[src/design/isodda_pkg.sv]
// constants, register codes and shared types for the isometric dda line rasterizer
package isodda_pkg;

	localparam int WIN_ROWS        = 1024;
	localparam int WIN_COLS        = 2048;
	localparam int LINE_BYTES      = 8192;
	localparam int BYTES_PER_PIXEL = 4;
	localparam int MAX_STEPS       = 64;

	localparam int IN_W       = 16;
	localparam int COLOR_W    = 32;
	localparam int ADDR_W     = 23;
	localparam int ZSC_W      = 8;
	localparam int TRIG_W     = 16;
	localparam int ZOOM_W     = 16;
	localparam int OFF_W      = 13;
	localparam int CFG_IDX_W  = 3;
	localparam int CFG_DATA_W = 16;

	// datapath widths
	localparam int ZZ_W    = 24;
	localparam int PXW     = 40;
	localparam int MA_W    = 25;
	localparam int MB_W    = 18;
	localparam int MP_W    = MA_W + MB_W;
	localparam int FULL_W  = 60;
	localparam int LO_W    = 20;
	localparam int CW      = 50;
	localparam int QB      = 17;
	localparam int SW      = QB + 1;
	localparam int CNTW    = CW - 1 - 16;
	localparam int DSH_W   = CNTW + QB - 1;
	localparam int IT_W    = $clog2(QB + 1);
	localparam int NW      = $clog2(MAX_STEPS + 1);
	localparam int ROW_W   = $clog2(WIN_ROWS);
	localparam int COL_W   = $clog2(WIN_COLS);

	localparam logic signed [CW-1:0] ROW_LIM = CW'(WIN_ROWS) <<< 16;
	localparam logic signed [CW-1:0] COL_LIM = CW'(WIN_COLS) <<< 16;

	// configuration register indexes
	localparam logic [CFG_IDX_W-1:0] CFG_PROJECTION_ON = 3'd0;
	localparam logic [CFG_IDX_W-1:0] CFG_Z_SCALE       = 3'd1;
	localparam logic [CFG_IDX_W-1:0] CFG_COS_THETA     = 3'd2;
	localparam logic [CFG_IDX_W-1:0] CFG_SIN_THETA     = 3'd3;
	localparam logic [CFG_IDX_W-1:0] CFG_ZOOM          = 3'd4;
	localparam logic [CFG_IDX_W-1:0] CFG_ROW_OFFSET    = 3'd5;
	localparam logic [CFG_IDX_W-1:0] CFG_COL_OFFSET    = 3'd6;

	typedef struct packed {
		logic            start;
		logic            neg;
		logic [CW-2:0]   num;
		logic [CNTW-1:0] den;
	} div_req_t;

endpackage

[src/design/isodda_seg_if.sv]
// segment input channel, pixel output channel and configuration write channel
interface isodda_seg_if;
	logic                                     valid;
	logic                                     ready;
	logic signed [isodda_pkg::IN_W-1:0]       a_x;
	logic signed [isodda_pkg::IN_W-1:0]       a_y;
	logic signed [isodda_pkg::IN_W-1:0]       a_z;
	logic        [isodda_pkg::COLOR_W-1:0]    a_color;
	logic signed [isodda_pkg::IN_W-1:0]       b_x;
	logic signed [isodda_pkg::IN_W-1:0]       b_y;
	logic signed [isodda_pkg::IN_W-1:0]       b_z;
	logic        [isodda_pkg::COLOR_W-1:0]    b_color;
	modport source(output valid, a_x, a_y, a_z, a_color, b_x, b_y, b_z, b_color,
		input ready);
	modport sink(input valid, a_x, a_y, a_z, a_color, b_x, b_y, b_z, b_color,
		output ready);
endinterface

interface isodda_pix_if;
	logic                                  valid;
	logic                                  ready;
	logic [isodda_pkg::ADDR_W-1:0]         pixel_address;
	logic [isodda_pkg::COLOR_W-1:0]        pixel_color;
	logic                                  visible;
	logic                                  last;
	logic                                  length_clipped;
	modport source(output valid, pixel_address, pixel_color, visible, last, length_clipped,
		input ready);
	modport sink(input valid, pixel_address, pixel_color, visible, last, length_clipped,
		output ready);
endinterface

interface isodda_cfg_if;
	logic                                  valid;
	logic                                  ready;
	logic [isodda_pkg::CFG_IDX_W-1:0]      index;
	logic [isodda_pkg::CFG_DATA_W-1:0]     data;
	modport source(output valid, index, data, input ready);
	modport sink(input valid, index, data, output ready);
endinterface

[src/design/isodda_mul.sv]
// shared signed multiplier with registered product
module isodda_mul (
	input  logic                                 clk,
	input  logic signed [isodda_pkg::MA_W-1:0]   a,
	input  logic signed [isodda_pkg::MB_W-1:0]   b,
	output logic signed [isodda_pkg::MP_W-1:0]   p_q
);

	always_ff @(posedge clk) begin
		p_q <= isodda_pkg::MP_W'(a * b);
	end

endmodule

[src/design/isodda_div.sv]
// radix-2 restoring divider for the dda step, quotient bounded to QB bits
module isodda_div (
	input  logic                               clk,
	input  logic                               arst_n,
	input  isodda_pkg::div_req_t               req,
	output logic                               done_q,
	output logic signed [isodda_pkg::SW-1:0]   quot
);

	logic [isodda_pkg::DSH_W-1:0] rem_q;
	logic [isodda_pkg::DSH_W-1:0] dsh_q;
	logic [isodda_pkg::QB-1:0]    q_q;
	logic [isodda_pkg::IT_W-1:0]  it_q;
	logic                         neg_q;
	logic                         busy_q;
	logic                         fits;

	assign fits = rem_q >= dsh_q;
	assign quot = neg_q ? -isodda_pkg::SW'(q_q) : isodda_pkg::SW'(q_q);

	always_ff @(posedge clk or negedge arst_n) begin
		if (!arst_n) begin
			busy_q <= 1'b0;
			done_q <= 1'b0;
			it_q   <= '0;
		end else begin
			done_q <= 1'b0;
			if (req.start) begin
				rem_q  <= isodda_pkg::DSH_W'(req.num);
				dsh_q  <= isodda_pkg::DSH_W'(req.den) << (isodda_pkg::QB - 1);
				q_q    <= '0;
				neg_q  <= req.neg;
				it_q   <= isodda_pkg::IT_W'(isodda_pkg::QB);
				busy_q <= 1'b1;
			end else if (busy_q) begin
				if (fits) begin
					rem_q <= rem_q - dsh_q;
				end
				q_q   <= {q_q[isodda_pkg::QB-2:0], fits};
				dsh_q <= dsh_q >> 1;
				it_q  <= it_q - 1'b1;
				if (it_q == isodda_pkg::IT_W'(1)) begin
					busy_q <= 1'b0;
					done_q <= 1'b1;
				end
			end
		end
	end

endmodule

[src/design/iso_projected_dda_line_raster.sv]
// top level: sequencer around the shared multiplier and divider, dda walk and pixel output
//
//  channel | modport | carries
//  seg     | sink    | two endpoints a_*, b_* with colors, one segment per item
//  pix     | source  | pixel_address, pixel_color, visible, last, length_clipped
//  cfg     | sink    | index, data; always ready
//
// a segment passes each endpoint through projection and zoom on the shared multiplier
// (zoom only with projection off), then the step count, two 17-bit restoring
// divisions, then at most 64 pixels, one per cycle while pix does not stall, and
// returns to idle to take the next item.
// seg.ready is high only while the sequencer is idle; a stall on pix holds the walk.
// reset returns the configuration registers to their defaults and empties the output register.
module iso_projected_dda_line_raster (
	input  logic           clk,
	input  logic           arst_n,
	isodda_seg_if.sink     seg,
	isodda_pix_if.source   pix,
	isodda_cfg_if.sink     cfg
);

	typedef enum logic [3:0] {
		S_IDLE, S_ZZ, S_PY, S_PX, S_PXF, S_NOPROJ, S_ZR_LO, S_ZR_HI,
		S_ZC_LO, S_ZC_HI, S_ZC_END, S_CNT, S_DIVR, S_DIVC, S_EMIT
	} state_t;

	state_t state_q;

	// configuration
	logic                                      proj_q;
	logic signed [isodda_pkg::ZSC_W-1:0]       zsc_q;
	logic signed [isodda_pkg::TRIG_W-1:0]      cos_q;
	logic signed [isodda_pkg::TRIG_W-1:0]      sin_q;
	logic        [isodda_pkg::ZOOM_W-1:0]      zoom_q;
	logic signed [isodda_pkg::OFF_W-1:0]       roff_q;
	logic signed [isodda_pkg::OFF_W-1:0]       coff_q;

	// segment
	logic signed [isodda_pkg::IN_W-1:0]        ax_q, ay_q, az_q, bx_q, by_q, bz_q;
	logic        [isodda_pkg::COLOR_W-1:0]     acol_q, bcol_q;
	logic                                      ep_q;
	logic                                      a_zero_q;
	logic signed [isodda_pkg::ZZ_W-1:0]        zz_q;
	logic signed [isodda_pkg::PXW-1:0]         px_q, py_q;
	logic signed [isodda_pkg::MP_W-1:0]        acc_q;
	logic signed [isodda_pkg::CW-1:0]          ar_q, ac_q, br_q, bc_q;
	logic signed [isodda_pkg::CW-1:0]          dc_q;
	logic        [isodda_pkg::CNTW-1:0]        cnt_q;
	logic        [isodda_pkg::NW-1:0]          n_q, k_q;
	logic                                      clip_q;
	logic signed [isodda_pkg::SW-1:0]          sr_q, sc_q;
	logic signed [isodda_pkg::CW-1:0]          r_q, c_q;

	// output register
	logic                                      pix_valid_q;
	logic        [isodda_pkg::ADDR_W-1:0]      addr_q;
	logic        [isodda_pkg::COLOR_W-1:0]     color_q;
	logic                                      vis_q, last_q, lclip_q;

	// shared units
	logic signed [isodda_pkg::MA_W-1:0]        mul_a;
	logic signed [isodda_pkg::MB_W-1:0]        mul_b;
	logic signed [isodda_pkg::MP_W-1:0]        mul_p;
	isodda_pkg::div_req_t                      div_req;
	logic                                      div_done;
	logic signed [isodda_pkg::SW-1:0]          div_quot;

	// combinational
	logic signed [isodda_pkg::IN_W-1:0]        cx, cy, cz;
	logic signed [isodda_pkg::IN_W:0]          sum_xy, dif_xy;
	logic signed [isodda_pkg::CW-1:0]          zoomed;
	logic signed [isodda_pkg::CW-1:0]          dr, dc, mag_r, mag_c, mag_dc;
	logic        [isodda_pkg::CNTW-1:0]        ir, ic, cnt;
	logic                                      emit;
	logic signed [isodda_pkg::CW-1:0]          rr, cc;
	logic                                      vis;
	logic        [31:0]                        lin;

	function automatic logic signed [isodda_pkg::CW-1:0] zoom_fix(
		input logic signed [isodda_pkg::MP_W-1:0] hi,
		input logic signed [isodda_pkg::MP_W-1:0] lo);
		logic signed [isodda_pkg::FULL_W-1:0] f;
		f = (isodda_pkg::FULL_W'(hi) <<< isodda_pkg::LO_W) + isodda_pkg::FULL_W'(lo);
		// q.22 to q.16, truncating toward zero
		if (f[isodda_pkg::FULL_W-1]) begin
			f = f + isodda_pkg::FULL_W'(63);
		end
		return isodda_pkg::CW'(f >>> 6);
	endfunction

	isodda_mul u_mul (
		.clk (clk),
		.a   (mul_a),
		.b   (mul_b),
		.p_q (mul_p)
	);

	isodda_div u_div (
		.clk    (clk),
		.arst_n (arst_n),
		.req    (div_req),
		.done_q (div_done),
		.quot   (div_quot)
	);

	assign cx     = ep_q ? bx_q : ax_q;
	assign cy     = ep_q ? by_q : ay_q;
	assign cz     = ep_q ? bz_q : az_q;
	assign sum_xy = (isodda_pkg::IN_W+1)'(cy) + (isodda_pkg::IN_W+1)'(cx);
	assign dif_xy = (isodda_pkg::IN_W+1)'(cy) - (isodda_pkg::IN_W+1)'(cx);
	assign zoomed = zoom_fix(mul_p, acc_q);

	always_comb begin
		mul_a = '0;
		mul_b = '0;
		case (state_q)
			S_ZZ: begin
				mul_a = isodda_pkg::MA_W'(cz);
				mul_b = isodda_pkg::MB_W'(zsc_q);
			end
			S_PY: begin
				mul_a = isodda_pkg::MA_W'(dif_xy);
				mul_b = isodda_pkg::MB_W'(cos_q);
			end
			S_PX: begin
				mul_a = isodda_pkg::MA_W'(sum_xy);
				mul_b = isodda_pkg::MB_W'(sin_q);
			end
			S_ZR_LO: begin
				mul_a = isodda_pkg::MA_W'({1'b0, px_q[isodda_pkg::LO_W-1:0]});
				mul_b = isodda_pkg::MB_W'({1'b0, zoom_q});
			end
			S_ZR_HI: begin
				mul_a = isodda_pkg::MA_W'($signed(px_q[isodda_pkg::PXW-1:isodda_pkg::LO_W]));
				mul_b = isodda_pkg::MB_W'({1'b0, zoom_q});
			end
			S_ZC_LO: begin
				mul_a = isodda_pkg::MA_W'({1'b0, py_q[isodda_pkg::LO_W-1:0]});
				mul_b = isodda_pkg::MB_W'({1'b0, zoom_q});
			end
			S_ZC_HI: begin
				mul_a = isodda_pkg::MA_W'($signed(py_q[isodda_pkg::PXW-1:isodda_pkg::LO_W]));
				mul_b = isodda_pkg::MB_W'({1'b0, zoom_q});
			end
			default: begin
				mul_a = '0;
				mul_b = '0;
			end
		endcase
	end

	// segment deltas and step count
	assign dr     = br_q - ar_q;
	assign dc     = bc_q - ac_q;
	assign mag_r  = dr[isodda_pkg::CW-1] ? -dr : dr;
	assign mag_c  = dc[isodda_pkg::CW-1] ? -dc : dc;
	assign mag_dc = dc_q[isodda_pkg::CW-1] ? -dc_q : dc_q;
	assign ir     = mag_r[isodda_pkg::CW-2:16];
	assign ic     = mag_c[isodda_pkg::CW-2:16];
	assign cnt    = (ir > ic) ? ir : ic;

	always_comb begin
		div_req = '0;
		case (state_q)
			S_CNT: begin
				div_req.start = cnt != '0;
				div_req.neg   = dr[isodda_pkg::CW-1];
				div_req.num   = mag_r[isodda_pkg::CW-2:0];
				div_req.den   = cnt;
			end
			S_DIVR: begin
				div_req.start = div_done;
				div_req.neg   = dc_q[isodda_pkg::CW-1];
				div_req.num   = mag_dc[isodda_pkg::CW-2:0];
				div_req.den   = cnt_q;
			end
			default: div_req = '0;
		endcase
	end

	// pixel of the current dda position
	assign emit = (state_q == S_EMIT) && (!pix_valid_q || pix.ready);
	assign rr   = r_q + (isodda_pkg::CW'(roff_q) <<< 16);
	assign cc   = c_q + (isodda_pkg::CW'(coff_q) <<< 16);
	assign vis  = (rr > 0) && (rr < isodda_pkg::ROW_LIM) &&
		(cc > 0) && (cc < isodda_pkg::COL_LIM);
	assign lin  = 32'(rr[16 +: isodda_pkg::ROW_W]) * 32'(isodda_pkg::LINE_BYTES) +
		32'(cc[16 +: isodda_pkg::COL_W]) * 32'(isodda_pkg::BYTES_PER_PIXEL);

	assign seg.ready          = state_q == S_IDLE;
	assign cfg.ready          = 1'b1;
	assign pix.valid          = pix_valid_q;
	assign pix.pixel_address  = addr_q;
	assign pix.pixel_color    = color_q;
	assign pix.visible        = vis_q;
	assign pix.last           = last_q;
	assign pix.length_clipped = lclip_q;

	always_ff @(posedge clk or negedge arst_n) begin
		if (!arst_n) begin
			proj_q <= 1'b1;
			zsc_q  <= 8'sd1;
			cos_q  <= 16'sd11415;
			sin_q  <= 16'sd11753;
			zoom_q <= 16'd5120;
			roff_q <= '0;
			coff_q <= '0;
		end else if (cfg.valid) begin
			case (cfg.index)
				isodda_pkg::CFG_PROJECTION_ON: proj_q <= cfg.data[0];
				isodda_pkg::CFG_Z_SCALE:       zsc_q  <= cfg.data[isodda_pkg::ZSC_W-1:0];
				isodda_pkg::CFG_COS_THETA:     cos_q  <= cfg.data;
				isodda_pkg::CFG_SIN_THETA:     sin_q  <= cfg.data;
				isodda_pkg::CFG_ZOOM:          zoom_q <= cfg.data;
				isodda_pkg::CFG_ROW_OFFSET:    roff_q <= cfg.data[isodda_pkg::OFF_W-1:0];
				isodda_pkg::CFG_COL_OFFSET:    coff_q <= cfg.data[isodda_pkg::OFF_W-1:0];
				default: ;
			endcase
		end
	end

	always_ff @(posedge clk or negedge arst_n) begin
		if (!arst_n) begin
			state_q     <= S_IDLE;
			pix_valid_q <= 1'b0;
			ep_q        <= 1'b0;
			k_q         <= '0;
			n_q         <= '0;
		end else begin
			if (emit) begin
				pix_valid_q <= 1'b1;
			end else if (pix.ready) begin
				pix_valid_q <= 1'b0;
			end
			case (state_q)
				S_IDLE: begin
					if (seg.valid) begin
						ax_q   <= seg.a_x;
						ay_q   <= seg.a_y;
						az_q   <= seg.a_z;
						acol_q <= seg.a_color;
						bx_q   <= seg.b_x;
						by_q   <= seg.b_y;
						bz_q   <= seg.b_z;
						bcol_q <= seg.b_color;
						ep_q   <= 1'b0;
						state_q <= proj_q ? S_ZZ : S_NOPROJ;
					end
				end
				S_ZZ: state_q <= S_PY;
				S_PY: begin
					zz_q    <= isodda_pkg::ZZ_W'(mul_p);
					state_q <= S_PX;
				end
				S_PX: begin
					py_q    <= isodda_pkg::PXW'(mul_p);
					state_q <= S_PXF;
				end
				S_PXF: begin
					px_q    <= isodda_pkg::PXW'(mul_p) - (isodda_pkg::PXW'(zz_q) <<< 14);
					state_q <= S_ZR_LO;
				end
				S_NOPROJ: begin
					zz_q    <= isodda_pkg::ZZ_W'(cz);
					px_q    <= isodda_pkg::PXW'(cx) <<< 14;
					py_q    <= isodda_pkg::PXW'(cy) <<< 14;
					state_q <= S_ZR_LO;
				end
				S_ZR_LO: state_q <= S_ZR_HI;
				S_ZR_HI: begin
					acc_q   <= mul_p;
					state_q <= S_ZC_LO;
				end
				S_ZC_LO: begin
					if (ep_q) begin
						br_q <= zoomed;
					end else begin
						ar_q <= zoomed;
					end
					state_q <= S_ZC_HI;
				end
				S_ZC_HI: begin
					acc_q   <= mul_p;
					state_q <= S_ZC_END;
				end
				S_ZC_END: begin
					if (ep_q) begin
						bc_q    <= zoomed;
						state_q <= S_CNT;
					end else begin
						ac_q     <= zoomed;
						a_zero_q <= zz_q == '0;
						ep_q     <= 1'b1;
						state_q  <= proj_q ? S_ZZ : S_NOPROJ;
					end
				end
				S_CNT: begin
					dc_q   <= dc;
					cnt_q  <= cnt;
					clip_q <= cnt > isodda_pkg::CNTW'(isodda_pkg::MAX_STEPS);
					n_q    <= (cnt > isodda_pkg::CNTW'(isodda_pkg::MAX_STEPS)) ?
						isodda_pkg::NW'(isodda_pkg::MAX_STEPS) : cnt[isodda_pkg::NW-1:0];
					// no whole-pixel delta: segment yields nothing
					state_q <= (cnt == '0) ? S_IDLE : S_DIVR;
				end
				S_DIVR: begin
					if (div_done) begin
						sr_q    <= div_quot;
						state_q <= S_DIVC;
					end
				end
				S_DIVC: begin
					if (div_done) begin
						sc_q    <= div_quot;
						r_q     <= ar_q;
						c_q     <= ac_q;
						k_q     <= '0;
						state_q <= S_EMIT;
					end
				end
				S_EMIT: begin
					if (emit) begin
						addr_q  <= vis ? lin[isodda_pkg::ADDR_W-1:0] : '0;
						color_q <= a_zero_q ? acol_q : bcol_q;
						vis_q   <= vis;
						last_q  <= k_q == n_q - 1'b1;
						lclip_q <= clip_q;
						r_q     <= r_q + isodda_pkg::CW'(sr_q);
						c_q     <= c_q + isodda_pkg::CW'(sc_q);
						k_q     <= k_q + 1'b1;
						if (k_q == n_q - 1'b1) begin
							state_q <= S_IDLE;
						end
					end
				end
				default: state_q <= S_IDLE;
			endcase
		end
	end

`ifndef SYNTH
	a_walk_in_range: assert property (@(posedge clk) disable iff (!arst_n)
		(state_q == S_EMIT) |-> (k_q < n_q && n_q <= isodda_pkg::NW'(isodda_pkg::MAX_STEPS)))
		else $error("dda step index out of range");
	a_div_done_expected: assert property (@(posedge clk) disable iff (!arst_n)
		div_done |-> (state_q == S_DIVR || state_q == S_DIVC))
		else $error("divider finished outside a division state");
	a_hidden_addr_zero: assert property (@(posedge clk) disable iff (!arst_n)
		(pix.valid && !pix.visible) |-> (pix.pixel_address == '0))
		else $error("off-window pixel carries an address");
`endif

endmodule

[src/flat_wrapper.sv]
// flat-port wrapper written by rule: the top's interface ports become plain ports
module iso_projected_dda_line_raster_flat 
  (clk, arst_n, seg_valid, seg_a_x, seg_a_y, seg_a_z, seg_a_color, seg_b_x, seg_b_y, seg_b_z, seg_b_color, seg_ready, pix_valid, pix_pixel_address, pix_pixel_color, pix_visible, pix_last, pix_length_clipped, pix_ready, cfg_valid, cfg_index, cfg_data, cfg_ready);
  isodda_seg_if seg_i ();
  isodda_pix_if pix_i ();
  isodda_cfg_if cfg_i ();
  input  logic clk;
  input  logic arst_n;
  input wire logic [$bits(seg_i.valid)-1:0] seg_valid;
  input wire logic [$bits(seg_i.a_x)-1:0] seg_a_x;
  input wire logic [$bits(seg_i.a_y)-1:0] seg_a_y;
  input wire logic [$bits(seg_i.a_z)-1:0] seg_a_z;
  input wire logic [$bits(seg_i.a_color)-1:0] seg_a_color;
  input wire logic [$bits(seg_i.b_x)-1:0] seg_b_x;
  input wire logic [$bits(seg_i.b_y)-1:0] seg_b_y;
  input wire logic [$bits(seg_i.b_z)-1:0] seg_b_z;
  input wire logic [$bits(seg_i.b_color)-1:0] seg_b_color;
  output wire logic [$bits(seg_i.ready)-1:0] seg_ready;
  output wire logic [$bits(pix_i.valid)-1:0] pix_valid;
  output wire logic [$bits(pix_i.pixel_address)-1:0] pix_pixel_address;
  output wire logic [$bits(pix_i.pixel_color)-1:0] pix_pixel_color;
  output wire logic [$bits(pix_i.visible)-1:0] pix_visible;
  output wire logic [$bits(pix_i.last)-1:0] pix_last;
  output wire logic [$bits(pix_i.length_clipped)-1:0] pix_length_clipped;
  input wire logic [$bits(pix_i.ready)-1:0] pix_ready;
  input wire logic [$bits(cfg_i.valid)-1:0] cfg_valid;
  input wire logic [$bits(cfg_i.index)-1:0] cfg_index;
  input wire logic [$bits(cfg_i.data)-1:0] cfg_data;
  output wire logic [$bits(cfg_i.ready)-1:0] cfg_ready;
  assign seg_i.valid = seg_valid;
  assign seg_i.a_x = seg_a_x;
  assign seg_i.a_y = seg_a_y;
  assign seg_i.a_z = seg_a_z;
  assign seg_i.a_color = seg_a_color;
  assign seg_i.b_x = seg_b_x;
  assign seg_i.b_y = seg_b_y;
  assign seg_i.b_z = seg_b_z;
  assign seg_i.b_color = seg_b_color;
  assign seg_ready = seg_i.ready;
  assign pix_valid = pix_i.valid;
  assign pix_pixel_address = pix_i.pixel_address;
  assign pix_pixel_color = pix_i.pixel_color;
  assign pix_visible = pix_i.visible;
  assign pix_last = pix_i.last;
  assign pix_length_clipped = pix_i.length_clipped;
  assign pix_i.ready = pix_ready;
  assign cfg_i.valid = cfg_valid;
  assign cfg_i.index = cfg_index;
  assign cfg_i.data = cfg_data;
  assign cfg_ready = cfg_i.ready;
  iso_projected_dda_line_raster u_core (.clk(clk), .arst_n(arst_n), .seg(seg_i), .pix(pix_i), .cfg(cfg_i));
endmodule
[config.mk]
export PLATFORM = sky130hd
export DESIGN_NAME = iso_projected_dda_line_raster_flat
export DESIGN_NICKNAME = d
export VERILOG_FILES = /design/src/design/isodda_pkg.sv /design/src/design/isodda_seg_if.sv /design/src/design/isodda_mul.sv /design/src/design/isodda_div.sv /design/src/design/iso_projected_dda_line_raster.sv /design/src/flat_wrapper.sv
export SDC_FILE = /design/constraint.sdc
export NUM_CORES = 2
export LEC_CHECK = 0
export CORE_MARGIN = 3
export CORE_UTILIZATION = 55
export DETAILED_ROUTE_END_ITERATION = 7
export DONT_BUFFER_PORTS = 1
export PLACE_DENSITY = 0.7
export SYNTH_ARGS = -nofsm -noshare
export SYNTH_HDL_FRONTEND = slang
export SYNTH_SLANG_ARGS = --single-unit
export TNS_END_PERCENT = 5
[constraint.sdc]
create_clock -name clk -period 19.45 [get_ports clk]
set_clock_uncertainty 0.2 [all_clocks]
set_input_delay 1.945 -clock clk [delete_from_list [all_inputs] [get_ports clk]]
set_output_delay 1.945 -clock clk [all_outputs]
set_load 0.02 [all_outputs]
==> impl_results.html <==
<table>
<tr><th>Metric</th><th>Value</th></tr>
<tr><th colspan="2">Global route</th></tr>
<tr><td>Met1 layer usage reported by global route</td><td>39.67%</td></tr>
<tr><td>Via count of the first global-routing pass</td><td>61,452</td></tr>
<tr><td>Met3 GRT Util</td><td>6.346%</td></tr>
<tr><td>Largest net degree at the start of global routing</td><td>158</td></tr>
<tr><td>GRT Util Overall</td><td>32.59%</td></tr>
<tr><td>Met2 usage</td><td>55.13%</td></tr>
<tr><td>Global-route wire length before repair</td><td>373.5 mm</td></tr>
<tr><td>Routing layer with the top usage in global route</td><td>met2</td></tr>
<tr><td>Total congestion overflow</td><td>0</td></tr>
<tr><td>Initial antenna violation count</td><td>13</td></tr>
<tr><th colspan="2">Power</th></tr>
<tr><td>Leak Pwr</td><td>0.03543 µW</td></tr>
<tr><td>Power per cell area</td><td>191.4 mW/mm²</td></tr>
<tr><td>Peak supply drop</td><td>0.3680 mV</td></tr>
<tr><th colspan="2">Logic synthesis</th></tr>
<tr><td>Avg Cell Area, Syn</td><td>9.993 µm²</td></tr>
<tr><td>Synth async-reset ratio</td><td>10.45%</td></tr>
<tr><td>Top FF cell, synth</td><td>edfxtp_1</td></tr>
<tr><td>Count of distinct cell types in the synthesized netlist</td><td>95</td></tr>
<tr><td>Flop and latch count out of synthesis</td><td>1,053</td></tr>
<tr><td>Number of cells produced by synthesis</td><td>7,984</td></tr>
<tr><td>Count of flip-flops with a built-in enable after synthesis</td><td>900</td></tr>
<tr><td>Portion of the post-synthesis area used by sequential elements</td><td>38.43%</td></tr>
<tr><td>Yosys warning count</td><td>0</td></tr>
<tr><td>Cell area after synthesis</td><td>0.07979 mm²</td></tr>
<tr><th colspan="2">Final layout</th></tr>
<tr><td>Final net count</td><td>9,065</td></tr>
<tr><td>Most common library cell in the layout ignoring fill and taps</td><td>edfxtp_1</td></tr>
<tr><td>Final Instance Area</td><td>0.08600 mm²</td></tr>
<tr><td>Most used cells in the layout excluding fill and tap cells</td><td>900 x edfxtp_1, 848 x inv_1, 769 x nand2_1</td></tr>
<tr><td>Final std cells w/o fill</td><td>9,942</td></tr>
<tr><td>Area growth from synthesis to layout</td><td>7.791%</td></tr>
<tr><td>Share of cells above drive strength 1</td><td>6.923%</td></tr>
<tr><td>Fill cells</td><td>12,112</td></tr>
<tr><th colspan="2">Setup path</th></tr>
<tr><td>Required time at the worst-slack endpoint</td><td>19,900 ps</td></tr>
<tr><td>Reg-to-reg setup timing slack</td><td>5890 ps</td></tr>
<tr><td>Critical-path top delay cell</td><td>o31ai_1</td></tr>
<tr><td>Reg-to-reg endpoint</td><td>u_core.u_mul.p_q[41]$_DFF_P_</td></tr>
<tr><td>Register-to-Register Path Depth</td><td>46</td></tr>
<tr><td>Endpoint class of the critical path</td><td>flop</td></tr>
<tr><td>Class of the most critical setup path</td><td>reg -&gt; reg</td></tr>
<tr><td>Startpoint Class</td><td>flop</td></tr>
<tr><td>Crit path max fanout</td><td>35</td></tr>
<tr><td>Startpoint of the most critical register-to-register path</td><td>u_core.ep_q$_DFFE_PN0P_</td></tr>
<tr><td>Data arrival time of the critical path</td><td>14,000 ps</td></tr>
<tr><td>Critical Path Max Stage Delay</td><td>810 ps</td></tr>
<tr><th colspan="2">Min path</th></tr>
<tr><td>Hold Path Depth</td><td>1</td></tr>
<tr><td>Hold Startpoint</td><td>u_core.zoom_q[7]$_DFFE_PN0P_</td></tr>
<tr><td>Destination of the worst hold path</td><td>u_core.zoom_q[7]$_DFFE_PN0P_</td></tr>
<tr><td>Type of the worst min-delay path</td><td>reg -&gt; reg</td></tr>
<tr><th colspan="2">Drt</th></tr>
<tr><td>DRT antenna net count</td><td>0</td></tr>
<tr><td>DRC violation count after routing</td><td>4</td></tr>
<tr><td>Drt first pass iters</td><td>8</td></tr>
<tr><td>Routed wirelength normalized by instance count</td><td>25.03 µm</td></tr>
<tr><td>Violation count after the first detailed-routing iteration</td><td>5,849</td></tr>
<tr><td>Routed wire length</td><td>248.8 mm</td></tr>
<tr><td>Via count</td><td>62,391</td></tr>
<tr><td>Routed vias/inst</td><td>6.275</td></tr>
<tr><th colspan="2">Placement</th></tr>
<tr><td>Post-Place Cells</td><td>9,716</td></tr>
<tr><td>Count of buffers inserted at the top-level ports</td><td>0</td></tr>
<tr><td>Setup slack after placement</td><td>6183 ps</td></tr>
<tr><td>Hpwl dp</td><td>193.5 mm</td></tr>
<tr><td>Final weighted congestion of routability-driven global placement</td><td>1.024</td></tr>
<tr><td>Post-placement cell area</td><td>0.08201 mm²</td></tr>
<tr><th colspan="2">Clocking</th></tr>
<tr><td>Clock sink count</td><td>1,053</td></tr>
<tr><td>Maximum clock insertion buffer count</td><td>3</td></tr>
<tr><td>H-tree depth</td><td>3</td></tr>
<tr><td>CTS Buf Count</td><td>114</td></tr>
<tr><td>Clock transition at the registers of the reported paths</td><td>60 ps</td></tr>
<tr><td>Postcts setup bufs</td><td>0</td></tr>
<tr><td>Resized cells post-CTS</td><td>0</td></tr>
<tr><td>Clk_lat worst skew</td><td>780 ps</td></tr>
<tr><td>CTS tree</td><td>yes</td></tr>
<tr><td>Buffer cell driving the clock tree root</td><td>clkbuf_16</td></tr>
<tr><td>Hold buffers post-CTS</td><td>0</td></tr>
<tr><th colspan="2">Run status</th></tr>
<tr><td>Violated checks</td><td>design-rule violations</td></tr>
<tr><td>Result of the run</td><td>complete, but fails checks</td></tr>
<tr><th colspan="2">Timing</th></tr>
<tr><td>Least-Margin Pin Slew</td><td>1341 ps</td></tr>
<tr><td>Period utilisation layout</td><td>69.70%</td></tr>
<tr><td>Upper clock frequency limit</td><td>73.76 MHz</td></tr>
<tr><td>Final hold viol count</td><td>0</td></tr>
<tr><td>Least setup slack across all paths after layout</td><td>5892 ps</td></tr>
<tr><td>Post-layout min period</td><td>13,560 ps</td></tr>
<tr><td>Fin Setup TNS</td><td>0 ps</td></tr>
<tr><td>Unrepaired setup endpoints after global routing</td><td>false</td></tr>
<tr><td>Final Slew Violations</td><td>0</td></tr>
<tr><td>Worst slew margin relative to its limit</td><td>9.352%</td></tr>
<tr><td>Setup violation total in the final timing report</td><td>0</td></tr>
<tr><th colspan="2">Floorplanning</th></tr>
<tr><td>Die X</td><td>386.9 µm</td></tr>
<tr><td>Number of I/O pins</td><td>245</td></tr>
<tr><td>Area of the placeable core</td><td>0.1438 mm²</td></tr>
<tr><td>Die outline height</td><td>386.9 µm</td></tr>
<tr><td>Cell row count</td><td>139</td></tr>
<tr><td>Full die area</td><td>0.1497 mm²</td></tr>
<tr><td>Starting Density</td><td>55.47%</td></tr>
<tr><th colspan="2">Flow run</th></tr>
<tr><td>Reported max-cap violation count</td><td>0</td></tr>
</table>
## layout make-up
type,count,area (µm²),share of cell area (%)
Antenna cell,8,20.02,0.02328
Clock buffer,138,3017,3.508
Tap cell,1903,2381,2.769
Multi-Input combinational cell,5819,45090,52.43
Inverter,851,3194,3.714
Timing Repair Buffer,90,675.6,0.7856
Sequential cell,1053,30670,35.66
Clock inverter,80,953.4,1.109
## cell families after synthesis
| group | share of synthesized area, % |
|---|---|
| AO/OA/AOI/OAI | 14.60 |
| XOR/XNOR | 5.708 |
| adder cells (fa/ha/maj) | 18.72 |
| buffers and inverters | 5.288 |
| flip-flops | 38.43 |
| multiplexers | 3.593 |
| other | 0.009413 |
| AND/OR/NAND/NOR | 13.65 |
## worst max-delay path by stage
stage,slack (ps),to,cells past startpoint,start
6_report,5890,u_core.u_mul.p_q[41]$_DFF_P_,46,u_core.ep_q$_DFFE_PN0P_
4_1_cts,6070,u_core.u_mul.p_q[41]$_DFF_P_,46,u_core.ep_q$_DFFE_PN0P_
2_1_floorplan,7640,u_core.u_mul.p_q[39]$_DFF_P_,50,u_core.ep_q$_DFFE_PN0P_
3_3_place_gp,6550,u_core.u_mul.p_q[41]$_DFF_P_,46,u_core.ep_q$_DFFE_PN0P_
5_1_grt,5100,u_core.u_mul.p_q[41]$_DFF_P_,46,u_core.ep_q$_DFFE_PN0P_
3_5_place_dp,6180,u_core.u_mul.p_q[41]$_DFF_P_,46,u_core.ep_q$_DFFE_PN0P_
## critical path, delay by kind of cell, from the launching register on
| family | cells | cell delay [ps] |
|---|---|---|
| and+or+nand+nor | 6 | 1780 |
| buffers and inverters | 5 | 880 |
| adders and majority gates | 8 | 3360 |
| AOI/OAI and AO/OA | 25 | 5650 |
| muxes | 1 | 550 |
| DFF | 1 | 790 |
| xor gates and xnor gates | 1 | 170 |
## registers in the layout, summed over array words and instances (netlist names), 43 cells and up
| name | count |
|---|---|
| u_core.ac_q | 50 |
| u_core.u_div.dsh_q | 49 |
| u_core.br_q | 50 |
| u_core.dc_q | 50 |
| u_core.ar_q | 50 |
| u_core.u_mul.p_q | 43 |
| u_core.u_div.rem_q | 49 |
| u_core.bc_q | 50 |
| u_core.r_q | 50 |
| u_core.acc_q | 43 |
| u_core.c_q | 50 |
## per-stage QoR
stage | hold WS (ps) | power (µW) | utilization [%]
after floorplan | 185.5 | 11170 | -
after global placement | 288.1 | 13890 | 57.02
after detailed placement | 293.9 | 14100 | 57.02
after CTS | 300.9 | 16460 | 59.78
after global routing | 309.2 | 17890 | 59.79
final | 305.9 | 16460 | 59.79
## power breakdown
part           internal, µW  switching (µW)
clock network          1320             982
registers              3150             352
logic                  4100            6550
total                  8580            7880
## cell usage after synthesis (17+ instances only)
cell type / n / area share (%)
edfxtp_1: 900 / 34
inv_1: 848 / 4.0
nand2_1: 771 / 3.6
nor2_1: 595 / 2.8
ha_1: 549 / 8.6
a21oi_1: 435 / 2.7
fa_1: 403 / 10
o21ai_0: 400 / 2.5
xnor2_1: 307 / 3.4
clkbuf_1: 232 / 1.1
xor2_1: 213 / 2.3
a21o_1: 192 / 1.8
mux2_2: 163 / 2.3
nand3_1: 140 / 0.88
nor3_1: 131 / 0.82
mux2i_1: 94 / 1.2
dfrtp_1: 89 / 2.8
and2_1: 82 / 0.64
nand4_1: 79 / 0.62
nand2b_1: 78 / 0.61
a31oi_1: 75 / 0.59
o21a_1: 75 / 0.71
nor2b_1: 67 / 0.53
o31ai_1: 66 / 0.62
and3_1: 62 / 0.49
a22oi_1: 56 / 0.53
or3_1: 55 / 0.43
nor4_1: 52 / 0.41
o21bai_1: 48 / 0.45
dfxtp_1: 43 / 1.1
a211oi_1: 40 / 0.38
or2_2: 40 / 0.31
o22ai_1: 39 / 0.31
or4_1: 36 / 0.34
o211ai_1: 31 / 0.29
and4_1: 29 / 0.32
a32oi_1: 27 / 0.30
a211o_1: 23 / 0.25
nor3b_1: 23 / 0.22
dfstp_2: 21 / 0.69
a21boi_0: 20 / 0.19
a221o_1: 19 / 0.24
o41ai_1: 19 / 0.21
a2111oi_0: 17 / 0.19
o221ai_1: 17 / 0.19
## layer usage
metal | wire [µm] | part of all wire (%)
met3 | 20130 | 8.1
met2 | 119600 | 48
met1 | 93930 | 38
met5 | 31 | 0.012
met4 | 15200 | 6.1
(Power assumes the default switching activity.)
